===== src/rtl/dpa_pkg.sv =====
`default_nettype none
package dpa_pkg;

    localparam int OLD_DEPTH_DEF = 65536;

    localparam int NEW_SIZE_W = 31;
    localparam int OLD_SIZE_W = 17;
    localparam int CFG_W      = 31;
    localparam int CFG_IDX_W  = 1;

    localparam logic [CFG_IDX_W-1:0] REG_NEW_SIZE = 1'd0;
    localparam logic [CFG_IDX_W-1:0] REG_OLD_SIZE = 1'd1;

    localparam logic [1:0] CMD_LOAD  = 2'd0;
    localparam logic [1:0] CMD_CTRL  = 2'd1;
    localparam logic [1:0] CMD_DIFF  = 2'd2;
    localparam logic [1:0] CMD_EXTRA = 2'd3;

    localparam logic [2:0] STAT_BYTE     = 3'd0;
    localparam logic [2:0] STAT_ACCEPTED = 3'd1;
    localparam logic [2:0] STAT_BAD_LEN  = 3'd2;
    localparam logic [2:0] STAT_BAD_SEEK = 3'd3;
    localparam logic [2:0] STAT_UNEXPECT = 3'd4;
    localparam logic [2:0] STAT_OVERFLOW = 3'd5;

    localparam logic [1:0] PH_CTRL = 2'd0;
    localparam logic [1:0] PH_ADD  = 2'd1;
    localparam logic [1:0] PH_COPY = 2'd2;

    typedef struct packed {
        logic [1:0]         cmd;
        logic [7:0]         data_byte;
        logic signed [31:0] add_length;
        logic signed [31:0] copy_length;
        logic signed [31:0] seek_offset;
    } t_in_item;

    typedef struct packed {
        logic [7:0] new_byte;
        logic [2:0] status;
        logic       done_res;
    } t_out_item;

    typedef struct packed {
        logic is_load;
        logic is_ctrl;
        logic is_diff;
        logic is_extra;
    } t_kind;

    typedef struct packed {
        t_kind    kind;
        t_in_item item;
    } t_front_item;

endpackage
`default_nettype wire


===== src/rtl/dpa_front.sv =====
`default_nettype none
module dpa_front (
    input  wire logic                 i_clk,
    input  wire logic                 i_rst_n,
    input  wire logic                 i_push,
    input  wire dpa_pkg::t_in_item    i_item,
    output logic                      o_full,
    output logic                      o_valid,
    output dpa_pkg::t_front_item      o_item,
    input  wire logic                 i_take
);

    dpa_pkg::t_in_item r_mem [2];
    logic              r_wptr;
    logic              r_rptr;
    logic [1:0]        r_cnt;
    logic              push_ok;
    logic              take_ok;
    dpa_pkg::t_in_item head;

    assign push_ok = i_push && (r_cnt != 2'd2);
    assign take_ok = i_take && (r_cnt != 2'd0);

    always_ff @(posedge i_clk) begin
        if (push_ok) begin
            r_mem[r_wptr] <= i_item;
        end
        if (!i_rst_n) begin
            r_wptr <= 1'b0;
            r_rptr <= 1'b0;
            r_cnt  <= 2'd0;
        end else begin
            if (push_ok) begin
                r_wptr <= ~r_wptr;
            end
            if (take_ok) begin
                r_rptr <= ~r_rptr;
            end
            r_cnt <= r_cnt + 2'(push_ok) - 2'(take_ok);
        end
    end

    assign head = r_mem[r_rptr];

    always_comb begin
        o_item.item = head;
        o_item.kind = '0;
        case (head.cmd)
            dpa_pkg::CMD_LOAD:  o_item.kind.is_load  = 1'b1;
            dpa_pkg::CMD_CTRL:  o_item.kind.is_ctrl  = 1'b1;
            dpa_pkg::CMD_DIFF:  o_item.kind.is_diff  = 1'b1;
            default:            o_item.kind.is_extra = 1'b1;
        endcase
    end

    assign o_full  = (r_cnt == 2'd2);
    assign o_valid = (r_cnt != 2'd0);

endmodule
`default_nettype wire


===== config.mk =====
export PLATFORM = sky130hd
export DESIGN_NAME = dpa_front
export DESIGN_NICKNAME = d
export VERILOG_FILES = /design/src/rtl/dpa_pkg.sv /design/src/rtl/dpa_front.sv
export SDC_FILE = /design/constraint.sdc
export NUM_CORES = 1
export LEC_CHECK = 0
export ABC_AREA = 1
export BUFFER_PORTS_ARGS = -buffer_cell sky130_fd_sc_hd__buf_4
export CORE_MARGIN = 2
export CORE_UTILIZATION = 47
export DETAILED_ROUTE_END_ITERATION = 8
export GPL_ROUTABILITY_DRIVEN = 0
export GPL_TIMING_DRIVEN = 0
export PLACE_DENSITY_LB_ADDON = 0.05
export SLEW_MARGIN = 5
export SYNTH_ARGS = -nofsm -noshare
export SYNTH_HDL_FRONTEND = slang
export SYNTH_SLANG_ARGS = --single-unit

===== constraint.sdc =====
create_clock -name i_clk -period 5.75 [get_ports i_clk]
set_input_delay 0.575 -clock i_clk [delete_from_list [all_inputs] [get_ports i_clk]]
set_output_delay 0.575 -clock i_clk [all_outputs]
set_load 0.02 [all_outputs]

==> results of run 1 <==
per-layer routing:
| layer | GRT usage [%] | part of all wire [%] | routed length (µm) | up-vias |
|---|---|---|---|---|
| met5 | 0 | 0 | 0 | - |
| met2 | 28.0 | 51 | 7630 | 150 |
| met4 | 6.32 | 3.1 | 460 | 0 |
| met3 | 5.67 | 9.3 | 1380 | 34 |
| met1 | 17.8 | 36 | 5440 | 2008 |
| li1 | - | - | - | 1969 |
worst reg2reg max path: stages (launching register included):
cell and delay [ns]:
dfxtp_1 0.38, inv_1 0.08, nand2_1 0.13, nand2_1 0.13
nor2_4 0.53, buf_16 0.25, buf_12 0.21
cell usage after synthesis (all sizes together):
cell / count / area share (%)
a21oi: 2 / 0.13
buf: 12 / 1.1
dfxtp: 5 / 1.3
edfxtp: 212 / 80
ha: 2 / 0.31
inv: 13 / 0.61
mux2: 104 / 16
nand2: 11 / 0.52
nand3: 3 / 0.19
nor2: 12 / 0.56
o21ai: 2 / 0.17
flip-flops by register name, summed over array words and instances (netlist names), named ones only:
name	flops
r_mem	212
r_wptr	1
r_rptr	1
r_cnt	2
kinds of logic after synthesis:
logic type / Yosys count / synth area share (%)
DFF: 217 / 80.9
buffers and inverters: 25 / 1.67
muxes: 104 / 15.6
adders and majority gates: 2 / 0.313
AOI/OAI and AO/OA: 4 / 0.297
and+or+nand+nor: 26 / 1.27
report_power, final:
part           internal (mW)  total [mW]  switching, mW
clock                  0.821        1.38          0.557
sequential              2.00        2.06         0.0531
combinational          0.681        1.47          0.786
total                   3.51        4.90           1.40
final cells by class:
| class | count | area [µm²] | area share [%] |
|---|---|---|---|
| flip-flops and latches | 217 | 6470 | 60.0 |
| repair buffers | 226 | 1780 | 16.5 |
| multi-input cells | 136 | 1400 | 13.0 |
| clock buffers | 26 | 587 | 5.45 |
| well taps | 220 | 275 | 2.55 |
| clock inverters | 15 | 124 | 1.15 |
| plain buffers | 12 | 85.1 | 0.790 |
| inverters | 13 | 53.8 | 0.499 |
cell usage in the layout, fill, tap and decap left out, types with 3 or more instances in the layout:
| cell | n |
|---|---|
| inv_1 | 11 |
| clkbuf_1 | 3 |
| clkinv_2 | 8 |
| dfxtp_1 | 5 |
| edfxtp_1 | 212 |
| buf_4 | 221 |
| clkbuf_16 | 23 |
| nand3_1 | 3 |
| buf_16 | 3 |
| mux2_4 | 20 |
| buf_2 | 8 |
| nor2_1 | 11 |
| mux2_2 | 84 |
| buf_6 | 4 |
| nand2_1 | 11 |
| clkinv_1 | 4 |
metrics by stage:
| stage | std cells | total power [mW] | setup WS, ns | utilization (%) | cell area, µm² |
|---|---|---|---|---|---|
| after global routing | 865 | 5.11 | 3.29 | 65.0 | 10800 |
| after CTS | 865 | 4.97 | 3.33 | 65.0 | 10800 |
| after floorplan | 378 | 2.98 | 0.125 | - | 8000 |
| final | 865 | 4.90 | 3.37 | 65.0 | 10800 |
| after global placement | 819 | 3.56 | -2.53 | 59.9 | 9930 |
| after detailed placement | 824 | 3.58 | 3.62 | 60.7 | 10100 |
worst max path at each step:
stage,startpoint,to,slack [ns],cells after the start
3_5_place_dp,i_push,r_mem[0][94],3.62,5
5_1_grt,register,o_item[9],3.29,4
2_1_floorplan,i_push,r_mem[0][0],0.12,2
3_3_place_gp,i_push,r_mem[0][38],-2.53,3
6_report,register,o_item[96],3.37,5
4_1_cts,register,o_item[86],3.33,5
==> results by group, run 1 <==
Setup path
  – Worst R2R Path Depth: 6
  – Worst path most repeated cell: buf_6
  – Slowest-stage cell, CP: dfxtp_1
  – Critical path arrival: 1.81 ns
  – WS Path Type: reg -> out
  – Kind of end point of the critical path: output pin
  – Crit path required time: between 5 and 6 ns
  – Crit path buf inv count: 4
  – Delay-heaviest family, CP: buffers and inverters
  – Worst path max stage delay: 0.32 ns
  – CP Launch Type: register
  – R2R setup slack: 3.70 ns
  – Worst R2R End: r_mem[0][98]
  – Crit path cell chain: buf_6 -> buf_6 -> buf_6 -> mux2_4 -> buf_4
  – Crit Path Max Fanout: 10
  – Worst R2R Start: r_cnt[0]

Logic synthesis
  – Mapped cell area: 8000 µm²
  – Synth Warn #: 0
  – Post-synthesis cell type count: 15
  – FF+latch count, synth: approximately 220
  – Mean area per synthesized cell: 21.2 µm²
  – Register area share after synthesis: 80.9%
  – Post-synth net total: 490
  – Post-Syn Instances: 378

Drt
  – Drt pass-1 iters: 4
  – Starting DRT DRC Count: 149
  – Routed vias: 4,161
  – Post-route DRC: 0
  – Drt total wl: 14,900 µm
  – Final ANT Viol Nets: 0
  – Vias/cell: 4.81
  – Wire per inst: 17.2 µm

Global route
  – Antenna violations before repair: 0
  – First-pass GRT wire length: 22,200 µm
  – GR Overflow Total: 0
  – Vias in the first global route: 4,348
  – Largest net degree at the start of global routing: between 50 and 60
  – Total GRT Usage: 16.0%

Worst hold path
  – WHS Path Cells: 1
  – HP Start: i_item[64]
  – Worst hold path class: in -> reg
  – Worst Hold End: r_mem[0][64]

Floorplan
  – Die area: 18,100 µm²
  – Starting Density: 48.2%
  – Die Y: 134 µm
  – Die width: 134 µm
  – FP Rows: 47
  – Ports: 222
  – Core ar.: 16,600 µm²

Job
  – Max_cap viols: 0

Clock tree
  – Setup Fix Bufs, Post-CTS: 0
  – H-tree levels: 1
  – Sink Count: around 220
  – Number of CTS-inserted buffers: 23
  – CTS root buffer: clkbuf_16
  – Hold buffer count at cts: 0
  – Post-CTS sizing: 0
  – Later-pin clock latency in the skew report: about 0.50 ns
  – CTS tree: done
  – Clock Path Buffers: 3
  – Clock slew at reported path FFs: roughly 0.06 ns

Pwr
  – Static leakage: just over 4 nW
  – Power per cell area: between 400 and 500 nW/µm²
  – Peak supply drop: ~0.00026 V

STA
  – Final Setup Violations: 0
  – Slew Limit Fails: 0
  – Final hold vios: 0
  – RSZ-0062 raised after global routing: false
  – Slew HR: 55.9%
  – Setup TNS: 0 ns
  – Fmax: between 400 and 500 MHz
  – Worst Hold Slack: 0.253 ns
  – Clk_skew: around 0.021 ns
  – Tcrit/Tclk final: approximately two fifths
  – Pin slew with the least headroom to its limit: 0.660 ns
  – Fin crit period: 2.38 ns

Cells and area
  – Area grow syn2layout: 34.8%
  – Share of layout cells above drive strength 1: 58.9%
  – ANT cells: 0
  – Final-layout fill cell count: 1,209
  – Nets: 741

Place
  – Post-DP HPWL: around 10,000 µm
  – # port buffers: 221

Run status
  – Status: finished, final reports clean
Note: power is estimated with default switching activity, not from simulation.
==> run 2, diff against run 1 <==
- CORE_UTILIZATION: 47 -> 52
- clock period: 5.75 -> 2.2 ns (I/O delays scaled with it)
==> run 2 against run 1 <==
Sequential share of layout area fell by 5.1 points. Final cell count rose by 8.6%. Utilization rose by 13 points.
==> results by group, run 2 (synthesis gave the netlist of run 1 again) <==
Setup path
  – Worst R2R Start: r_cnt[0]
  – R2R setup slack: 0.22 ns
  – Critical path arrival: 1.81 ns
  – WS Path Type: reg -> out
  – CP Launch Type: register
  – Crit Path Max Fanout: 10
  – Kind of end point of the critical path: output pin
  – Worst R2R Path Depth: 5
  – Worst R2R End: r_mem[1][91]
  – Crit path required time: ~2.0 ns

STA
  – Worst Hold Slack: 0.0278 ns
  – Fin crit period: 2.03 ns
  – Slew HR: 47.5%
  – Pin slew with the least headroom to its limit: 0.786 ns
  – Slew Limit Fails: 0
  – Fmax: 493 MHz
  – Tcrit/Tclk final: 92.2%
  – Clk_skew: approximately 0.014 ns
  – Final hold vios: 0
  – RSZ-0062 raised after global routing: false
  – Final Setup Violations: 0
  – Setup TNS: 0 ns

Drt
  – Starting DRT DRC Count: 236
  – Drt pass-1 iters: 4
  – Vias/cell: 4.99
  – Drt total wl: around 17,000 µm
  – Wire per inst: around 18 µm
  – Routed vias: 4,681
  – Final ANT Viol Nets: 0
  – Post-route DRC: 0

Cells and area
  – Commonest non-fill, non-tap cell in the layout: buf_4
  – Largest register FFs: between 200 and 250
  – Biggest regs: r_mem (212), r_cnt (2)
  – Area grow syn2layout: 47.4%
  – Reg with most FFs: r_mem
  – Most frequent cells in the layout: 221 x buf_4, 212 x edfxtp_1, 107 x dlygate4sd3_1, 84 x mux2_2, 23 x clkbuf_16
  – Nets: 848
  – Share of layout cells above drive strength 1: 50.5%
  – Fin util: about four fifths
  – Cell area after layout: about 12,000 µm²

Pwr
  – Power per cell area: 1100 nW/µm²
  – Sw frac: 28.7%
  – Reg power frac: 41.6%
  – Sw power: 3.73 mW
  – Total Power: 13.0 mW
  – Clock share of power: 27.3%
  – Peak supply drop: 0.000854 V
  – Static leakage: between 4 and 5 nW
  – Internal power: about 9.3 mW
  – Part of the power in combinational logic: roughly 31%

Clock tree
  – Clock slew at reported path FFs: 0.06 ns
  – Later-pin clock latency in the skew report: 0.49 ns
  – CTS root buffer: clkbuf_16
  – Clock Path Buffers: 3
  – Setup Fix Bufs, Post-CTS: 0
  – Post-CTS sizing: 0
  – H-tree levels: 1
  – Number of CTS-inserted buffers: 22
  – CTS tree: done
  – Sink Count: 217

Place
  – DP Area: ~10,000 µm²
  – # port buffers: 221
  – Post-DP HPWL: approximately 10,000 µm

Global route
  – GR Overflow Total: 0
  – First-pass GRT wire length: 25,600 µm
  – Total GRT Usage: 20.3%
  – Largest net degree at the start of global routing: 40
  – Vias in the first global route: 4,995
  – Antenna violations before repair: 0

Worst hold path
  – Worst Hold End: r_wptr
  – WHS Path Cells: 3
  – Worst hold path class: in -> reg
  – HP Start: i_push

Floorplan
  – Ports: 222
  – Die area: roughly 16,000 µm²
  – FP Rows: 45
  – Starting Density: between 50% and 60%
  – Die width: 128 µm
  – Die Y: 128 µm
  – Core ar.: 15,100 µm²

Job
  – Max_cap viols: 0

Run status
  – Status: finished, final reports clean
[run 2: how the worst max path moves through the flow]
| stage | startpoint | slack, ns | to | cells after the start |
|---|---|---|---|---|
| 2_1_floorplan | r_cnt[0] | -0.30 | r_mem[0][0] | 4 |
| 3_3_place_gp | r_cnt[0] | -1.20 | r_mem[1][91] | 4 |
| 3_5_place_dp | r_cnt[0] | 0.08 | r_mem[0][93] | 6 |
| 4_1_cts | r_cnt[0] | 0.04 | r_mem[0][93] | 6 |
| 5_1_grt | r_cnt[0] | 0.09 | r_mem[1][91] | 5 |
| 6_report | register | 0.17 | o_item[85] | 5 |
[run 2: layout make-up]
| type | count | area, µm² |
|---|---|---|
| Clock inverter | 10 | 91.3 |
| Fill cell | 866 | 3300 |
| Sequential cell | 217 | 6470 |
| Timing Repair Buffer | 333 | 2830 |
| Inverter | 13 | 52.6 |
| Tap cell | 188 | 235 |
| Multi-Input combinational cell | 137 | 1430 |
| Antenna cell | 1 | 2.50 |
| Buffer | 12 | 85.1 |
| Clock buffer | 28 | 594 |
[run 2: repair_timing]
item | CTS | global route
hold endpoints to repair | 216 | 0
hold buffers | 107 | 0
endpoints found under the setup margin | 0 | 23
[run 2: layer usage]
layer	track usage (%)	routed length, µm	vias up
li1	-	-	2180
met1	23.6	6420	2283
met2	36.7	8980	179
met3	4.51	1160	39
met4	7.63	468	0
met5	0	0	-
[run 2: through the flow]
step | worst slack (ns) | instances
finish | 0.172 | 939
global route | 0.0878 | 938
CTS | 0.0424 | 937
detailed placement | 0.0753 | 792
global placement | -1.20 | 787
floorplan | -0.305 | 378
[run 2: power by group through the flow]
stage               registers (mW)  logic (mW)  clock network (mW)
floorplan                     5.46        2.30                   0
global placement              5.50        3.72                   0
detailed placement            5.48        3.88                   0
CTS                           5.39        4.05                3.62
global route                  5.44        4.28                3.78
finish                        5.40        4.04                3.55
[run 2: worst max-delay path, cell delays in order, from the launching register on]
cell and delay, ns:
dfxtp_1 0.33, buf_6 0.15, buf_6 0.17, buf_6 0.19, mux2_4 0.32, buf_4 0.16
==> run 3, diff against run 2 <==
- RECOVER_POWER: unset -> 25
- SLEW_MARGIN: 5 -> unset
==> run 3 against run 2 <==
Power about the same. First-iteration DRC count fell by 11%. Final cell count is the same. Maximum frequency shrank 0.37%. Routed wire length decreased by 3.0%. Setup slack lost 0.0075 ns. Largest power group unchanged.
==> results by group, run 3 (synthesis gave the netlist of run 1 again) <==
Floorplan
  – FP Rows: between 40 and 50
  – Die Y: 128 µm
  – Die width: 128 µm
  – Starting Density: about 53%
  – Ports: 222
  – Die area: 16,400 µm²
  – Core ar.: 15,100 µm²

Pwr
  – Static leakage: 4.53 nW
  – Peak supply drop: 0.000754 V
  – Total Power: roughly 13 mW
  – Power per cell area: 1110 nW/µm²

Global route
  – Total GRT Usage: 19.8%
  – First-pass GRT wire length: 25,100 µm
  – Largest net degree at the start of global routing: 42
  – Vias in the first global route: 4,983
  – GR Overflow Total: 0
  – Antenna violations before repair: 0

Cells and area
  – Multi-input gate area: 1420 µm²
  – Share of layout cells above drive strength 1: 49.8%
  – Nets: 847
  – Cell area after layout: 11,800 µm²
  – Most frequent cells in the layout: 212 x edfxtp_1, 150 x buf_4, 107 x dlygate4sd3_1, 84 x mux2_2, 62 x clkbuf_4
  – Commonest non-fill, non-tap cell in the layout: edfxtp_1
  – ANT cells: 0
  – Final-layout fill cell count: between 800 and 900
  – Area grow syn2layout: 47.0%
  – Largest register FFs: 212
  – Register cell area after layout: 6470 µm²
  – Fin util: 77.9%
  – Biggest regs: r_mem (212), r_cnt (2)
  – Reg with most FFs: r_mem

STA
  – Final Setup Violations: 0
  – Tcrit/Tclk final: around 93%
  – PnR worst setup slack: 0.165 ns
  – Fin crit period: 2.04 ns
  – Fmax: around 500 MHz
  – Slew Limit Fails: 0
  – Slew HR: 48.8%
  – Pin slew with the least headroom to its limit: 0.766 ns
  – Clk_skew: 0.0114 ns
  – RSZ-0062 raised after global routing: false
  – Worst Hold Slack: about 0.021 ns
  – Final hold vios: 0

Setup path
  – Worst R2R Path Depth: 6
  – Crit path required time: roughly 2.4 ns
  – CP Launch Type: register
  – R2R setup slack: 0.16 ns
  – End of the critical path: r_mem[0][86]
  – Delay-heaviest family, CP: simple AND/OR/NAND/NOR gates
  – Worst Setup SP: r_cnt[0]
  – Crit Path Max Fanout: 30
  – Worst R2R Start: r_cnt[0]
  – Worst R2R End: r_mem[0][86]
  – Crit path buf inv count: 3
  – Stages on the worst setup path: 6
  – Critical path arrival: 2.22 ns
  – Slowest-stage cell, CP: nor2_4
  – Crit path cell chain: inv_2 -> nand2_4 -> nand2_2 -> nor2_4 -> buf_12 -> buf_12
  – Worst path most repeated cell: buf_12
  – Worst path max stage delay: 0.62 ns
  – Kind of end point of the critical path: register
  – WS Path Type: reg -> reg

Clock tree
  – Number of CTS-inserted buffers: 22
  – CTS tree: done
  – CTS root buffer: clkbuf_16
  – Sink Count: 217
  – Later-pin clock latency in the skew report: 0.49 ns
  – Clock Path Buffers: 3
  – H-tree levels: 1
  – Setup Fix Bufs, Post-CTS: 0
  – Clock slew at reported path FFs: 0.06 ns

Drt
  – Starting DRT DRC Count: between 200 and 250
  – Vias/cell: between 4 and 5
  – Routed vias: 4,654
  – Wire per inst: around 18 µm
  – Final ANT Viol Nets: 0
  – Drt total wl: roughly 17,000 µm
  – Drt pass-1 iters: 5
  – Post-route DRC: 0

Place
  – Pre-CTS WS: about 0.15 ns
  – DP Area: 10,000 µm²
  – Post-DP HPWL: between 10,000 and 15,000 µm
  – # port buffers: 221

Run status
  – Status: finished, final reports clean

Job
  – Max_cap viols: 0

Worst hold path
  – Worst hold path class: in -> reg
run 3: cell count changes in the layout (fill, tap and decap cells not counted), sizes merged:
cell,previous run,this run
clkinv,8,11
clkbuf,28,98
buf,238,167
nor2,13,12
diode,1,0
run 3: power breakdown:
part / switching, mW / internal, mW / leakage, nW / total (mW)
Combinational: 2.12 / 1.87 / 2.16 / 3.99
Sequential: 0.147 / 5.24 / 2.02 / 5.39
Clock: 1.47 / 2.14 / 0.348 / 3.61
run 3: routing by layer:
metal,wire [µm],track usage [%]
met5,0,0
met4,482,7.43
met3,1050,4.72
met2,8650,35.9
met1,6350,22.9
run 3: how the worst min path moves through the flow:
stage	start	depth (start not counted)	slack, ns	to
after detailed placement	i_item[31]	1	0.41	r_mem[0][31]
after floorplan	i_rst_n	2	0.31	r_cnt[0]
after global placement	i_item[45]	1	0.40	r_mem[0][45]
after CTS	i_push	3	0.002	r_wptr
after global routing	i_push	3	0.04	r_wptr
final	i_push	3	0.02	r_wptr
run 3: layout make-up:
type                       instances  share of cell area (%)
tap                              188                    2.00
multi-input combinational        136                    12.1
inverter                          13                   0.447
buffer                            12                   0.724
timing repair buffer             333                    23.8
sequential                       217                    55.0
clock inverter                    13                   0.926
clock buffer                      27                    5.02
run 3: timing repair:
item                                   4_1_cts  5_1_grt
hold buffers                               107        0
endpoints found under the hold margin      216        0
gates resized for setup                      0        0
run 3: worst reg2reg max path, cell delays in order (launching register included):
cell and delay (ns):
dfxtp_2 0.35, inv_2 0.06, nand2_4 0.08, nand2_2 0.09, nor2_4 0.62, buf_12 0.30
buf_12 0.22
run 3: metrics by stage:
step	cells	TNS [ns]
floorplan	378	-60.28
global placement	787	-249.72
detailed placement	792	0
CTS	939	0
global route	939	0
finish	939	0
